$ cat config.mk
export PLATFORM = sky130hd
export DESIGN_NAME = adc_average_voltage_bcd_display_unit
export DESIGN_NICKNAME = d
export VERILOG_FILES = /design/src/aavbd_pkg.sv /design/src/aavbd_front.sv /design/src/aavbd_back.sv /design/src/adc_average_voltage_bcd_display_unit.sv
export VERILOG_INCLUDE_DIRS = /design/src /design/src/src
export SDC_FILE = /design/constraint.sdc
export NUM_CORES = 1
export LEC_CHECK = 0
export BUFFER_PORTS_ARGS = -buffer_cell sky130_fd_sc_hd__clkbuf_2
export CAP_MARGIN = 40
export CORE_MARGIN = 1.5
export CORE_UTILIZATION = 50
export CTS_CLUSTER_DIAMETER = 100
export DETAILED_ROUTE_END_ITERATION = 12
export PLACE_DENSITY_LB_ADDON = 0.05
export RECOVER_POWER = 25
export SLEW_MARGIN = 30
export SYNTH_ARGS = -nofsm -noshare
export SYNTH_HDL_FRONTEND = slang
export SYNTH_SLANG_ARGS = --single-unit
$ cat constraint.sdc
create_clock -name clk_i -period 8.5 [get_ports clk_i]
set_input_delay 0.85 -clock clk_i [delete_from_list [all_inputs] [get_ports clk_i]]
set_output_delay 0.85 -clock clk_i [all_outputs]
set_load 0.02 [all_outputs]
$ cat src/adc_average_voltage_bcd_display_unit_macros.svh
// Assertion macros for the averaged voltage display block.
// Used by the top level; expects clk_i and rst_ni in scope.
`ifndef ADC_AVERAGE_VOLTAGE_BCD_DISPLAY_UNIT_MACROS_SVH
`define ADC_AVERAGE_VOLTAGE_BCD_DISPLAY_UNIT_MACROS_SVH

`ifndef ASSERT_OFF
`define AAVBD_ASSERT(lbl, prop, msg) \
  lbl: assert property (@(posedge clk_i) disable iff (!rst_ni) (prop)) else $error(msg);
`define AAVBD_ASSERT_IMP(lbl, ante, cons, msg) \
  lbl: assert property (@(posedge clk_i) disable iff (!rst_ni) (ante) |-> (cons)) \
    else $error(msg);
`else
`define AAVBD_ASSERT(lbl, prop, msg)
`define AAVBD_ASSERT_IMP(lbl, ante, cons, msg)
`endif

`endif

$ cat src/aavbd_pkg.sv
// Shared types, constants and the segment table of the averaged voltage display.
// No dependencies.
package aavbd_pkg;

  localparam int unsigned SAMPLES = 8;
  localparam int unsigned SampleW = 10;
  localparam int unsigned SumW    = 13;
  localparam int unsigned CntW    = 3;
  localparam int unsigned BcdW    = 6;

  localparam logic [1:0] SEL_LOW  = 2'd1;
  localparam logic [1:0] SEL_HIGH = 2'd2;

  typedef enum logic {
    OP_SAMPLE = 1'b0,
    OP_TICK   = 1'b1
  } op_kind_e;

  typedef struct packed {
    logic               action;
    logic [SampleW-1:0] sample;
  } in_item_t;

  typedef struct packed {
    logic [6:0]      segments;
    logic [1:0]      digit_select;
    logic [BcdW-1:0] shown_value;
  } out_item_t;

  typedef struct packed {
    op_kind_e           kind;
    logic [SampleW-1:0] sample;
  } op_t;

  function automatic logic [6:0] seg_of(input logic [3:0] nib);
    logic [6:0] s;
    case (nib)
      4'h0: s = 7'h3F;
      4'h1: s = 7'h06;
      4'h2: s = 7'h5B;
      4'h3: s = 7'h4F;
      4'h4: s = 7'h66;
      4'h5: s = 7'h6D;
      4'h6: s = 7'h7D;
      4'h7: s = 7'h07;
      4'h8: s = 7'h7F;
      4'h9: s = 7'h6F;
      4'hA: s = 7'h77;
      4'hB: s = 7'h7C;
      4'hC: s = 7'h39;
      4'hD: s = 7'h5E;
      4'hE: s = 7'h79;
      default: s = 7'h71;
    endcase
    return s;
  endfunction

endpackage

$ cat src/aavbd_front.sv
// Front end: accepts input beats, classifies them and holds them in a
// two-entry queue for the back end. Depends on aavbd_pkg.
module aavbd_front (
  input  logic                clk_i,
  input  logic                rst_ni,
  input  logic                push,
  output logic                full,
  input  aavbd_pkg::in_item_t in_item_i,
  input  logic                take_i,
  output logic                valid_o,
  output aavbd_pkg::op_t      op_o
);

  aavbd_pkg::op_t mem_q [2];
  logic [1:0]     cnt_q, cnt_d;
  logic           wr_q, rd_q;
  logic           do_push, do_pop;
  aavbd_pkg::op_t op_in;

  assign full    = (cnt_q == 2'd2);
  assign valid_o = (cnt_q != 2'd0);
  assign op_o    = mem_q[rd_q];
  assign do_push = push && !full;
  assign do_pop  = take_i && valid_o;

  always_comb begin
    op_in.kind   = in_item_i.action ? aavbd_pkg::OP_TICK : aavbd_pkg::OP_SAMPLE;
    op_in.sample = in_item_i.sample;
    cnt_d = cnt_q;
    if (do_push && !do_pop) begin
      cnt_d = cnt_q + 2'd1;
    end else if (do_pop && !do_push) begin
      cnt_d = cnt_q - 2'd1;
    end
  end

  always_ff @(posedge clk_i or negedge rst_ni) begin
    if (!rst_ni) begin
      cnt_q <= 2'd0;
      wr_q  <= 1'b0;
      rd_q  <= 1'b0;
    end else begin
      cnt_q <= cnt_d;
      if (do_push) wr_q <= ~wr_q;
      if (do_pop)  rd_q <= ~rd_q;
    end
  end

  always_ff @(posedge clk_i) begin
    if (do_push) mem_q[wr_q] <= op_in;
  end

endmodule

$ cat src/aavbd_back.sv
// Back end: accumulates samples, converts the average to packed BCD tenths of
// a volt, and turns ticks into segment beats in a two-entry result queue.
// Depends on aavbd_pkg.
module aavbd_back (
  input  logic                 clk_i,
  input  logic                 rst_ni,
  input  logic                 valid_i,
  input  aavbd_pkg::op_t       op_i,
  output logic                 take_o,
  output logic                 empty,
  input  logic                 pop,
  output aavbd_pkg::out_item_t out_item_o
);

  logic [aavbd_pkg::SumW-1:0] sum_q, sum_d;
  logic [aavbd_pkg::CntW-1:0] cnt_q, cnt_d;
  logic [aavbd_pkg::BcdW-1:0] held_q, held_d;
  logic                       turn_q;

  aavbd_pkg::out_item_t omem_q [2];
  logic [1:0]           ocnt_q, ocnt_d;
  logic                 owr_q, ord_q;
  logic                 opush, opop, is_tick;

  logic [aavbd_pkg::CntW:0]      n;
  logic [aavbd_pkg::SumW-1:0]    sum_nxt;
  logic [aavbd_pkg::SampleW-1:0] avg;
  logic [15:0]                   x, y;
  logic [5:0]                    volts;
  logic [1:0]                    tens;
  logic [3:0]                    ones;
  logic [3:0]                    nib;
  aavbd_pkg::out_item_t          res;

  assign is_tick = (op_i.kind == aavbd_pkg::OP_TICK);
  assign take_o  = valid_i && (!is_tick || ocnt_q != 2'd2);
  assign opush   = take_o && is_tick;
  assign empty   = (ocnt_q == 2'd0);
  assign opop    = pop && !empty;
  assign out_item_o = omem_q[ord_q];

  always_comb begin
    n       = {1'b0, cnt_q} + 1'b1;
    sum_nxt = sum_q + aavbd_pkg::SumW'(op_i.sample);
    avg     = aavbd_pkg::SampleW'(sum_nxt / aavbd_pkg::SAMPLES);
    // avg*33 + 511, then /1023 via x + x/1024 + 1 >> 10 (exact for this range)
    x       = {1'b0, avg, 5'b0} + 16'(avg) + 16'd511;
    y       = x + 16'(x[15:10]) + 16'd1;
    volts   = y[15:10];
    if (volts >= 6'd30) begin
      tens = 2'd3;
      ones = 4'(volts - 6'd30);
    end else if (volts >= 6'd20) begin
      tens = 2'd2;
      ones = 4'(volts - 6'd20);
    end else if (volts >= 6'd10) begin
      tens = 2'd1;
      ones = 4'(volts - 6'd10);
    end else begin
      tens = 2'd0;
      ones = volts[3:0];
    end

    sum_d  = sum_q;
    cnt_d  = cnt_q;
    held_d = held_q;
    if (take_o && !is_tick) begin
      if (n >= (aavbd_pkg::CntW+1)'(aavbd_pkg::SAMPLES)) begin
        sum_d  = '0;
        cnt_d  = '0;
        held_d = {tens, ones};
      end else begin
        sum_d = sum_nxt;
        cnt_d = n[aavbd_pkg::CntW-1:0];
      end
    end

    nib              = turn_q ? {2'b00, held_q[5:4]} : held_q[3:0];
    res.segments     = aavbd_pkg::seg_of(nib);
    res.digit_select = turn_q ? aavbd_pkg::SEL_HIGH : aavbd_pkg::SEL_LOW;
    res.shown_value  = held_q;

    ocnt_d = ocnt_q;
    if (opush && !opop) begin
      ocnt_d = ocnt_q + 2'd1;
    end else if (opop && !opush) begin
      ocnt_d = ocnt_q - 2'd1;
    end
  end

  always_ff @(posedge clk_i or negedge rst_ni) begin
    if (!rst_ni) begin
      sum_q  <= '0;
      cnt_q  <= '0;
      held_q <= '0;
      turn_q <= 1'b0;
      ocnt_q <= 2'd0;
      owr_q  <= 1'b0;
      ord_q  <= 1'b0;
    end else begin
      sum_q  <= sum_d;
      cnt_q  <= cnt_d;
      held_q <= held_d;
      ocnt_q <= ocnt_d;
      if (opush) begin
        turn_q <= ~turn_q;
        owr_q  <= ~owr_q;
      end
      if (opop) ord_q <= ~ord_q;
    end
  end

  always_ff @(posedge clk_i) begin
    if (opush) omem_q[owr_q] <= res;
  end

endmodule

$ cat src/adc_average_voltage_bcd_display_unit.sv
// Averaged converter reading on a two-digit multiplexed seven-segment display.
// Input queue: drive in_item_i and raise push while full is low; one beat per
// cycle. action 0 carries a 10-bit sample, action 1 is a refresh tick.
// Every SAMPLES samples the average is scaled to tenths of a volt and held as
// packed BCD. Samples give no result beat.
// Result queue: each tick yields one beat (segments, digit_select, held BCD)
// visible while empty is low; take it with pop. Low digit first, then alternate.
// A tick passes the input queue and then the result queue to the result ports.
// The back end takes one item per cycle unless a tick waits on a full queue.
// A two-entry queue sits on each side; when the receiver stalls the result
// queue fills, the back end holds ticks, the input queue fills and full rises.
// The input queue drains in order, so a tick stalled at its head behind a full
// result queue blocks later samples too.
// Reset (rst_ni low, async) empties both queues, clears the accumulator, count
// and held value, and makes the next tick drive the low digit.
// Depends on aavbd_pkg, aavbd_front, aavbd_back and the macros header.
`include "adc_average_voltage_bcd_display_unit_macros.svh"

module adc_average_voltage_bcd_display_unit (
  input  logic                 clk_i,
  input  logic                 rst_ni,
  input  logic                 push,
  output logic                 full,
  input  aavbd_pkg::in_item_t  in_item_i,
  output logic                 empty,
  input  logic                 pop,
  output aavbd_pkg::out_item_t out_item_o
);

  logic           link_valid;
  logic           link_take;
  aavbd_pkg::op_t op;

  aavbd_front u_front (
    .clk_i     (clk_i),
    .rst_ni    (rst_ni),
    .push      (push),
    .full      (full),
    .in_item_i (in_item_i),
    .take_i    (link_take),
    .valid_o   (link_valid),
    .op_o      (op)
  );

  aavbd_back u_back (
    .clk_i      (clk_i),
    .rst_ni     (rst_ni),
    .valid_i    (link_valid),
    .op_i       (op),
    .take_o     (link_take),
    .empty      (empty),
    .pop        (pop),
    .out_item_o (out_item_o)
  );

  `AAVBD_ASSERT_IMP(a_take_valid, link_take, link_valid, "back end took from empty front queue")
  `AAVBD_ASSERT_IMP(a_sel_legal, !empty, (out_item_o.digit_select == aavbd_pkg::SEL_LOW || out_item_o.digit_select == aavbd_pkg::SEL_HIGH), "bad digit select")
  `AAVBD_ASSERT_IMP(a_bcd_legal, !empty, (out_item_o.shown_value[3:0] <= 4'd9), "held value is not BCD")
  `AAVBD_ASSERT_IMP(a_full_cause, $rose(full), $past(push), "full rose without a push")

endmodule
== Word level (Yosys, flattened, before mapping) ==
Memories as Yosys holds them, arrays and structs flattened.
Cells that the tools add are included.
Storage, ports and cells
  bits in registers: 31
  bits in writable memories: 52
  ROM bits: 112
  bits of input ports: 15
  output and inout bits: 17
  word-level logic and storage cells: 79
  memories: 3
Operators by class
  $add $sub $neg: 13
  order comparisons: 4
  eq/ne operators: 2
  mux-type cells: 19
  bitwise gates (word level): 5
  reduce and logical (&&, ||, !) cells: 23
Memories
  (name not given): depth 16, bits a word 7, read ports 1, clocked after memory_dff 0, wr ports 0, line aavbd_pkg.sv:37  | case (nib)
  u_back.omem_q: depth 2, bits a word 15, read ports 1, clocked after memory_dff 0, wr ports 1, line aavbd_back.sv:20  | aavbd_pkg::out_item_t omem_q [2];
  u_front.mem_q: depth 2, bits a word 11, read ports 1, clocked after memory_dff 0, wr ports 1, line aavbd_front.sv:14  | aavbd_pkg::op_t mem_q [2];
Operators by type and width (count)
  adder 15 x 10 -> 16 bit: 1
  adder 16 x 1 -> 16 bit (second input constant): 1
  adder 16 x 6 -> 16 bit: 1
  adder 16 x 9 -> 16 bit (second input constant): 1
  2-to-1 mux 4 bit: 4
  2-to-1 mux 2 bit: 7
  adder 13 x 10 -> 13 bit: 1
  2-to-1 mux 13 bit: 1
  greater-or-equal comparator 6 x 5 -> 1 bit (second input constant): 2
  logical AND 1 bit: 10
  subtractor 4 bit (second input constant): 2
  zero test 1 bit: 7
  greater-or-equal comparator 6 x 4 -> 1 bit (second input constant): 1
  2-to-1 mux 1 bit: 6
  nonzero test 2 bit: 3
  NOT 1 bit: 5
  adder 2 x 1 -> 2 bit (second input constant): 2
  adder 3 x 1 -> 4 bit (second input constant): 1
  greater-or-equal comparator 4 bit (second input constant): 1
  subtractor 2 x 1 -> 2 bit (second input constant): 2
  subtractor 4 x 3 -> 4 bit (second input constant): 1
  2-to-1 mux 3 bit: 1
  == test 2 bit (second input constant): 1
  zero test 2 bit: 1
  other kinds (3): 3

== Logic depth before layout (Yosys ltp) ==
Gate-level depths: netlist of run 1.
An unclocked memory read counts as a cell.
  depth in word-level cells: 10
  gate-level depth with buffers: 36
  gate-level depth less buffers: 35

== Hierarchy ==
A second synthesis of run 1 with hierarchy kept.
Unflattened totals
  cells, all modules: 494
  area, all modules: 5291.3 µm²
Modules (own cells, without submodules)
  aavbd_back: times used 1, cells each 441, area an instance 4254.1 µm², sequential area each 1576.5 µm²
  aavbd_front: times used 1, cells each 53, area an instance 1037.2 µm², sequential area each 760.7 µm²

== Worst setup path after synthesis of run 1 ==
OpenSTA, ideal clock, no wires.
  path type: register to register
  from: reg u_front.rd_q
  to: reg u_back.held_q[3] (netlist name)
  library setup time: 0.120 ns
  data arrival time: 6.927 ns
  required time: 8.380 ns
  setup slack: 1.453 ns
  cell stages (with the launch flop): 36
  path buffers: 1
  clock period less this slack: 7.047 ns
  cell sequence: dfrtp_1 > buf_1 > mux2_2 > ha_1 > inv_1 > fa_1 > nor2b_1 > o2111ai_1 > nand2_1 > a21o_1 > a21oi_1 > xnor2_1 > inv_1 > ha_1 > inv_1 > ha_1 > a21oi_1 > nor2b_1 > o31ai_1 > a21oi_1 > o21ai_0 > xor2_1 > ha_1 > inv_1 > a211oi_1 > o211ai_1 > o311ai_4 > o21a_2 > a21o_1 > nor2_4 > inv_2 > ha_1 > a21o_1 > o31ai_4 > o211ai_1 > a31o_1
Between the ends
  cells in the longest elaborated chain, start to end: 10
  elaborated cells between the ends (all ways): 20
  those cells by class: add/sub: 8; order compare: 3; mux: 3; reduce/logical: 5; memory: 1
Ends and longest elaborated chain
  start, declared: line aavbd_front.sv:16  | logic wr_q, rd_q;
  start signal, assigned: line aavbd_front.sv:45  | if (do_pop) rd_q <= ~rd_q;
  memory read (2 x 11 bit) (*)
  adder 13 x 10 -> 13 bit: line aavbd_back.sv:44  | sum_nxt = sum_q + aavbd_pkg::SumW'(op_i.sample);
  adder 15 x 10 -> 16 bit: line aavbd_back.sv:47  | x = {1'b0, avg, 5'b0} + 16'(avg) + 16'd511;
  adder 16 x 9 -> 16 bit: line aavbd_back.sv:47
  adder 16 x 6 -> 16 bit: line aavbd_back.sv:48  | y = x + 16'(x[15:10]) + 16'd1;
  adder 16 x 1 -> 16 bit: line aavbd_back.sv:48
  greater-or-equal comparator 6 x 4 -> 1 bit / subtractor 4 bit (equally long branches): line aavbd_back.sv:56, aavbd_back.sv:58
  2-to-1 mux 4 bit: line aavbd_back.sv:56  | end else if (volts >= 6'd10) begin
  2-to-1 mux 4 bit: line aavbd_back.sv:53  | end else if (volts >= 6'd20) begin
  2-to-1 mux 4 bit: line aavbd_back.sv:50  | if (volts >= 6'd30) begin
  end signal, assigned: line aavbd_back.sv:103  | held_q <= held_d;
  end, declared: line aavbd_back.sv:17  | logic [aavbd_pkg::BcdW-1:0] held_q, held_d;
Mark *: on every way between the ends. The rest lies on a longest branch, timed or not.
A chain may end at the register's enable or synchronous reset.

== Final worst setup path of run 1 ==
  from: reg u_front.rd_q
  to: reg u_back.held_q[1] (netlist name)
Same word-level chain as after synthesis.

==> results of run 1 <==
-- layout make-up --
type / instances / area [sq um] / share of cell area (%)
repair buffers: 35 / 189 / 3.23
multi-input cells: 373 / 2880 / 49.2
clock buffers: 10 / 128 / 2.18
inverters: 26 / 97.6 / 1.67
flip-flops and latches: 83 / 2340 / 40.0
clock inverters: 6 / 48.8 / 0.835
well taps: 136 / 170 / 2.91
-- metrics by stage --
stage | cells | worst slack, ps | hold WS (ps) | utilization, %
floorplan | 493 | 1450 | 440 | -
global placement | 650 | 1060 | 474 | 54.4
detailed placement | 652 | 779 | 478 | 54.7
CTS | 668 | 727 | 428 | 56.4
global route | 669 | 41.2 | 529 | 56.4
finish | 669 | 706 | 498 | 56.4
-- per-layer routing --
| metal | GRT usage [%] | vias to the layer above |
|---|---|---|
| met5 | 0 | - |
| met4 | 5.52 | 0 |
| met3 | 3.31 | 16 |
| met2 | 34.3 | 62 |
| met1 | 26.0 | 1799 |
| li1 | - | 1887 |
-- worst paths after layout --
| kind | endpoint | cells past startpoint |
|---|---|---|
| setup / recovery | u_back.held_q[1] | 34 |
| hold / removal | u_back.sum_q[9] | 2 |
| setup reg to reg | u_back.held_q[1] | 34 |
| hold reg to reg | u_back.sum_q[9] | 2 |
| max in group asynchronous | u_back.sum_q[1] | 2 |
| min in group asynchronous | u_front.rd_q | 1 |
-- critical path, delay by kind of cell, from the launching register on --
kind                     cells  cell delay [ps]
multiplexers                 1              400
adder cells (fa/ha/maj)      6             1540
flip-flops                   1              670
buffers and inverters        5              430
XOR/XNOR                     3              860
AND/OR/NAND/NOR              5              490
AO/OA/AOI/OAI               14             3340
-- sequential cells by signal, indices dropped and copies added (netlist names) --
| signal | flops |
|---|---|
| u_back.cnt_q | 3 |
| u_back.held_q | 6 |
| u_back.ocnt_q | 2 |
| u_back.omem_q | 30 |
| u_back.ord_q | 1 |
| u_back.owr_q | 1 |
| u_back.sum_q | 13 |
| u_back.turn_q | 1 |
| u_front.cnt_q | 2 |
| u_front.mem_q | 22 |
| u_front.rd_q | 1 |
| u_front.wr_q | 1 |
-- synth_stat cells, types with 3 or more instances --
library cell / count
nor2b_1: 15
and3_1: 5
o211ai_1: 3
or2_2: 5
xnor2_1: 17
or2_1: 3
o2111ai_1: 3
o21ai_0: 30
xor2_1: 10
dfrtp_1: 31
o22ai_1: 3
nand3_1: 8
o21ai_1: 3
a211oi_1: 5
nor3_1: 3
inv_1: 23
nand2b_1: 13
ha_1: 40
clkbuf_1: 8
or3_1: 4
a21o_1: 8
nor2_1: 27
mux2i_1: 6
a21oi_1: 28
mux2_2: 24
edfxtp_1: 52
o31ai_1: 4
nand2_1: 44
o21a_1: 3
-- kinds of logic after synthesis --
logic type | synth area share [%]
AO/OA/AOI/OAI | 17.2
XOR/XNOR | 5.85
adder cells (fa/ha/maj) | 10.1
buffers and inverters | 2.76
flip-flops | 43.7
multiplexers | 6.18
AND/OR/NAND/NOR | 14.2
==> key figures, run 1 <==
Status
  – Status: finished, final reports clean

Worst setup path
  – Crit. End Element: flop
  – Critical path class: reg -> reg
  – R2R Setup Slk: 710 ps
  – Crit-path max cell delay: 670 ps
  – Startpoint types: flop
  – Worst R2R Start: u_front.rd_q
  – Critical path's most frequent cell: ha_1
  – CP max-delay cell: dfrtp_1
  – Critical path launch point: u_front.rd_q
  – Critical path required time: 8780 ps
  – CP arrival: 8080 ps
  – CP max FO: 12

Flow run
  – Max_cap viols: 0

Clock tree
  – Clock latency on the worst-skew pair: 350 ps
  – H-tree levels: 3
  – CTS tree: done
  – Post-CTS Setup Bufs: 0
  – Hold-fix buffers, CTS: 0
  – Clock Sinks: 83
  – Root Buffer: clkbuf_8
  – CTS clk-pin slew, worst paths: 90 ps
  – Max Root-Sink Buffers: 2
  – Cts repair resizes: 0
  – CTS Buf Count: 9

Floorplanning
  – Row cnt: 37
  – Starting Density: 51.6%
  – Core ar.: 0.0104 sq mm
  – Die Wd: 106 um
  – Die ar.: 0.0113 sq mm
  – Num ports: 32
  – Die H: 106 um

STA
  – Worst Skew: 13.6 ps
  – Slew HR: 36.0%
  – Peak Freq: 0.128 GHz
  – Finish-stage setup viols: 0
  – Setup TNS: 0 ps
  – Fin crit period: 7790 ps
  – Period utilization: 91.7%
  – RSZ-0062 raised after global routing: no
  – Hold Vio Cnt, Final: 0
  – Slew @ Worst Pin: 960 ps
  – Pins Over Slew Limit: 0

Layout
  – Fill cells: 923
  – Final Instance Area: 0.00585 sq mm
  – Fin nets: 585
  – Layout cells sized above 1: 17.6%
  – Most frequent cells in the layout: edfxtp_1, nand2_1, ha_1
  – ANT cells: 0
  – Commonest non-fill, non-tap cell in the layout: edfxtp_1
  – Syn-to-layout area delta: 9.29%

Synth
  – Main synth FF type: edfxtp_1
  – Seq/Total Area, Yosys: 43.7%
  – Post-synth net total: 550
  – EDFF count, synth: 52
  – Netlist cell types: 79
  – Area leader, netlist: edfxtp_1
  – Syn Inst Count: 493
  – YS warnings: 0
  – Asr flop ratio synth: 37.3%
  – Mapped Avg Cell Area: 10.8 sq um
  – Synthesized area: 0.00535 sq mm
  – #FFs+latches synth: 83
  – Synth top area cells: edfxtp_1, dfrtp_1, ha_1
  – Share of the synthesized area in the top cell type: 29.2%

Routing
  – Metal2 WL: 5170 um
  – Detailed-route via count: 3764
  – Initial DRT Pass Iterations: 4
  – Wire per inst: 15.6 um
  – Number of nets with antenna violations after routing: 0
  – Top routing layer used: met4
  – WL met1: 4820 um
  – DR iter-0 viols: 116
  – Met3 WL post-DR: 308 um
  – DRC: 0
  – Final wirelength: 10400 um
  – DR vias/cell: 5.63

Global routing
  – Gr ovfl total: 0
  – Largest net degree at the start of global routing: 26
  – Global-route wire length before repair: 17900 um
  – Vias in the first global route: 3749
  – Overall Global Routing Usage: 19.9%
  – Antenna violations before repair: 0

Placed design
  – GPL Wtd Cong: 0.832
  – Placed cell area: 0.00568 sq mm
  – Detail Placement HPWL: 7980 um
  – I/O Buffers: 31

Worst hold path
  – Hold_sp: u_back.sum_q[9]
  – Hold Crit Class: reg -> reg
Power of run 1 is left out: the tool's default activity adds up to more than one toggle a clock period on the data nets, which glitch-free logic cannot reach.
==> run 2: changes to the inputs <==
ABC_AREA = 1   (was not set)
CORE_ASPECT_RATIO = 1.75   (was not set)
clock period = 9.6 ns   (was 8.5 ns; I/O delays follow)
==> key figures, run 2 <==
Status
  – Status: finished, final reports clean

Layout
  – Commonest non-fill, non-tap cell in the layout: nand2_1
  – Largest register FFs: 30
  – Most flops, register: u_back.omem_q
  – Fin nets: 744
  – Biggest regs: u_back.omem_q: 30 flops, u_front.mem_q: 22 flops, u_back.sum_q: 13 flops
  – ANT cells: 0
  – Register area: 0.00234 sq mm
  – Syn-to-layout area delta: 11.6%
  – Area of the multi-input gates: 0.00270 sq mm
  – Util after Layout: 56.6%
  – Layout cells sized above 1: 15.8%
  – Most frequent cells in the layout: nand2_1, inv_1, edfxtp_1
  – Fill cells: 982

Global routing
  – Antenna violations before repair: 0
  – Largest net degree at the start of global routing: 17
  – Met1 usage: 21.4%
  – Global-route wire length before repair: 19700 um
  – Overall Global Routing Usage: 22.8%
  – Met2 usage: 44.3%
  – Met3 usage: 3.84%
  – Vias in the first global route: 4373
  – Gr ovfl total: 0
  – Busiest metal layer after global routing: met2

Worst hold path
  – Worst Hold Path Cells: 0
  – Hold Crit Class: reg -> reg
  – Hold_sp: u_back.held_q[3]
  – Worst hold endpoint: u_back.omem_q[1][3]

STA
  – Setup TNS: 0 ps
  – Period utilization: 68.1%
  – Hold Vio Cnt, Final: 0
  – Pins Over Slew Limit: 0
  – Slew @ Worst Pin: 1070 ps
  – Peak Freq: 0.153 GHz
  – Slew HR: 28.6%
  – RSZ-0062 raised after global routing: no
  – Worst hold margin: 482 ps
  – Fin crit period: 6540 ps
  – Worst Skew: 8.31 ps
  – Finish-stage setup viols: 0

Flow run
  – Max_cap viols: 0

Floorplanning
  – Die ar.: 0.0115 sq mm
  – Die Wd: 81.6 um
  – Starting Density: 50.8%
  – Core ar.: 0.0106 sq mm
  – Die H: 140 um
  – Row cnt: 50
  – Num ports: 32

Routing
  – Initial DRT Pass Iterations: 5
  – Final wirelength: 11700 um
  – Detailed-route via count: 4293
  – DR iter-0 viols: 184
  – Number of nets with antenna violations after routing: 0
  – DR vias/cell: 5.22
  – Wire per inst: 14.2 um
  – DRC: 0

Worst setup path
  – CP max FO: 13
  – Reg2reg path depth: 41
  – Crit-path max cell delay: 610 ps
  – CP bufs+invs: 6
  – CP arrival: 6740 ps
  – CP max-delay cell: dfrtp_1
  – Worst R2R Start: u_front.rd_q
  – Critical path class: reg -> reg
  – Critical path required time: 9800 ps
  – Crit. End Element: flop
  – Startpoint types: flop
  – R2R Setup Slk: 3060 ps
  – Critical path's most frequent cell: nand2_1
  – Reg-to-reg endpoint: u_back.held_q[4]
  – Crit path max-delay family: simple AND/OR/NAND/NOR gates

Synth
  – Asr flop ratio synth: 37.3%
  – Count leader, synth: nand2_1
  – Main synth FF type: edfxtp_1
  – Netlist cell types: 39
  – Post-synth net total: 704
  – Area leader, netlist: edfxtp_1
  – Synthesized area: 0.00540 sq mm
  – Mapped Avg Cell Area: 8.35 sq um
  – Syn Inst Count: 647
  – Seq/Total Area, Yosys: 43.3%
  – Share of the synthesized area in the top cell type: 28.9%
  – Top cells by count, synth: nand2_1, inv_1, edfxtp_1
  – EDFF count, synth: 52
  – #FFs+latches synth: 83
  – YS warnings: 0
  – Synth top area cells: edfxtp_1, dfrtp_1, nand2_1

Clock tree
  – Hold-fix buffers, CTS: 0
  – Clock latency on the worst-skew pair: 340 ps
  – Post-CTS Setup Bufs: 0
  – H-tree levels: 3
  – CTS clk-pin slew, worst paths: 60 ps
  – Max Root-Sink Buffers: 2
  – Clock Sinks: 83
  – CTS tree: done
  – Cts repair resizes: 0
  – CTS Buf Count: 9
  – Root Buffer: clkbuf_16

Placed design
  – I/O Buffers: 31
  – Detail Placement HPWL: 9640 um
  – GPL Wtd Cong: 0.933
-- run 2: cells by family after synthesis --
family | share of synthesized area, %
flops | 43.3
xor+xnor | 4.56
compound gates | 7.48
fa+ha+maj | 10.0
simple gates | 28.0
buf+inv | 6.67
-- run 2: routing by layer --
layer | wire, um | up-vias
met4 | 445 | 0
met3 | 294 | 28
met2 | 6790 | 74
li1 | - | 2177
met5 | 0 | -
met1 | 4150 | 2014
-- run 2: per-stage QoR --
step / instance area [sq um] / worst slack (ps) / std cells
final: 6020 / 3060 / 822
after global routing: 6020 / 2340 / 822
after CTS: 6030 / 3060 / 822
after detailed placement: 5750 / 3110 / 806
after global placement: 5710 / 3210 / 803
after floorplan: 5400 / 4240 / 647
-- run 2: layout make-up --
type                    count  area share, %
clock buffers              10           3.80
clock inverters             6          0.789
inverters                  89           5.55
multi-input cells         468           44.9
flip-flops and latches     83           38.8
well taps                 130           2.70
repair buffers             36           3.51
-- run 2: worst max-delay path by stage --
| stage | start | depth (start not counted) | endpoint |
|---|---|---|---|
| floorplan | u_front.rd_q | 44 | u_back.held_q[4] |
| global placement | u_front.rd_q | 41 | u_back.held_q[4] |
| detailed placement | u_front.rd_q | 41 | u_back.held_q[4] |
| CTS | u_front.rd_q | 41 | u_back.held_q[4] |
| global route | u_front.rd_q | 42 | u_back.held_q[4] |
| finish | u_front.rd_q | 41 | u_back.held_q[4] |
-- run 2: worst reg2reg max path: cells and delay by family (launching register included) --
family | cells | cell delay [ps]
AO/OA/AOI/OAI | 6 | 850
XOR/XNOR | 2 | 900
adder cells (fa/ha/maj) | 4 | 1140
buffers and inverters | 6 | 760
flip-flops | 1 | 610
AND/OR/NAND/NOR | 23 | 2160
Power of run 2 is left out for the same reason.
==> run 3: changes to the inputs <==
clock period = 5.49 ns   (was 9.6 ns; I/O delays follow)
==> key figures, run 3 (synthesis gave the netlist of run 2 again) <==
Clock tree
  – CTS Buf Count: 9
  – Clock latency on the worst-skew pair: 340 ps
  – Root Buffer: clkbuf_16
  – Hold-fix buffers, CTS: 0
  – CTS clk-pin slew, worst paths: 70 ps
  – CTS tree: done
  – H-tree levels: 3
  – Max Root-Sink Buffers: 2
  – Clock Sinks: 83

Layout
  – Commonest non-fill, non-tap cell in the layout: nand2_1
  – Largest register FFs: 30
  – Finished Layout Cells: 888
  – Most frequent cells in the layout: nand2_1, inv_1, buf_4
  – Fin nets: 810
  – ANT cells: 0
  – Most flops, register: u_back.omem_q
  – Register area: 0.00234 sq mm
  – Area of the multi-input gates: 0.00334 sq mm
  – Final Instance Area: 0.00721 sq mm
  – Layout cells sized above 1: 36.5%
  – Fill cells: 849
  – Syn-to-layout area delta: 33.5%
  – Biggest regs: u_back.omem_q: 30 flops, u_front.mem_q: 22 flops, u_back.sum_q: 13 flops
  – Util after Layout: 67.8%

Floorplanning
  – Die ar.: 0.0115 sq mm
  – Core ar.: 0.0106 sq mm
  – Die Wd: 81.6 um
  – Die H: 140 um
  – Row cnt: 50
  – Starting Density: 50.8%
  – Num ports: 32

Placed design
  – Placed cell area: 0.00593 sq mm
  – Detail Placement HPWL: 9420 um
  – Dpl cells: 831
  – I/O Buffers: 31
  – GPL Wtd Cong: 0.882

Status
  – Status: finished, final reports clean

Worst setup path
  – Critical path class: reg -> reg
  – CP max FO: 6
  – CP arrival: 5570 ps
  – Crit. End Element: flop
  – Critical path required time: 5760 ps
  – Startpoint types: flop
  – Reg2reg path depth: 45
  – Critical path's most frequent cell: nand2_2
  – Crit-path max cell delay: 440 ps
  – CP max-delay cell: dfrtp_2

STA
  – Pins Over Slew Limit: 0
  – Period utilization: 96.5%
  – Worst hold margin: 140 ps
  – Fin crit period: 5300 ps
  – Hold Vio Cnt, Final: 0
  – Slew HR: 9.08%
  – Finish-stage setup viols: 0
  – Peak Freq: 0.189 GHz
  – Worst Skew: 11.2 ps
  – Slew @ Worst Pin: 1360 ps

Flow run
  – Max_cap viols: 0

Global routing
  – Global-route wire length before repair: 19400 um
  – Overall Global Routing Usage: 22.1%
  – Largest net degree at the start of global routing: 25
  – Vias in the first global route: 4263
  – Gr ovfl total: 0
  – Antenna violations before repair: 0

Routing
  – DR vias/cell: 5.25
  – Number of nets with antenna violations after routing: 0
  – Initial DRT Pass Iterations: 4
  – DR iter-0 viols: 170
  – Final wirelength: 13400 um
  – Detailed-route via count: 4665
  – DRC: 0
  – Wire per inst: 15.1 um

Worst hold path
  – Hold Crit Class: in -> async
-- run 3: changes by cell type in the layout (fill, tap and decap cells not counted), moves of 6 or more --
| cell | previous run | this run |
|---|---|---|
| nand2_2 | 16 | 31 |
| inv_1 | 77 | 61 |
| buf_4 | 4 | 61 |
| nand2_1 | 192 | 162 |
| nand3_1 | 32 | 26 |
| a21oi_1 | 27 | 15 |
| inv_2 | 7 | 23 |
| nand2_4 | 6 | 20 |
| ha_1 | 40 | 21 |
| buf_6 | 0 | 9 |
| ha_4 | 0 | 18 |
| a21oi_2 | 3 | 12 |
-- run 3: worst paths after layout --
kind                                        from                   end  slack, ps
worst min register to register  u_back.held_q[4]   u_back.omem_q[0][4]        470
worst max-delay path                u_front.rd_q      u_back.held_q[1]        190
worst min-delay path                      rst_ni          u_front.wr_q        140
worst max register to register      u_front.rd_q      u_back.held_q[1]        190
min in group clk_i                 in_item_i[10]  u_front.mem_q[1][10]        400
max in group asynchronous                 rst_ni      u_back.held_q[5]       3720
-- run 3: repair_timing --
item,CTS,global route
gates cloned,0,1
buffers inserted,1,39
gates resized for setup,4,149
pin swaps,0,66
endpoints found under the setup margin,4,5
-- run 3: layout make-up --
class | count | area share, %
Timing Repair Buffer | 102 | 9.94
Sequential cell | 83 | 32.4
Clock buffer | 9 | 3.12
Tap cell | 130 | 2.26
Clock inverter | 7 | 1.23
Inverter | 89 | 4.67
Multi-Input combinational cell | 468 | 46.4
-- run 3: stage by stage --
stage          setup TNS (ps)  setup WS [ps]
2_1_floorplan               0            130
6_report                    0            195
5_1_grt                  -549           -163
3_5_place_dp            -79.6          -46.2
4_1_cts                     0           10.6
3_3_place_gp                0           21.4
-- run 3: layer usage --
| layer | routed length, um | track usage (%) | vias up |
|---|---|---|---|
| met1 | 4780 | 21.8 | 2200 |
| met4 | 539 | 7.62 | 0 |
| met3 | 361 | 3.13 | 40 |
| met5 | 0 | 0 | - |
| met2 | 7740 | 44.2 | 107 |
| li1 | - | - | 2318 |
-- run 3: worst max-delay path, delay by kind of cell, from the launching register on --
family / cells / cell delay, ps
xor gates and xnor gates: 1 / 200
adders and majority gates: 5 / 1150
buffers and inverters: 8 / 570
and+or+nand+nor: 29 / 2620
DFF: 1 / 440
AOI/OAI and AO/OA: 2 / 210
Power of run 3 is left out for the same reason.
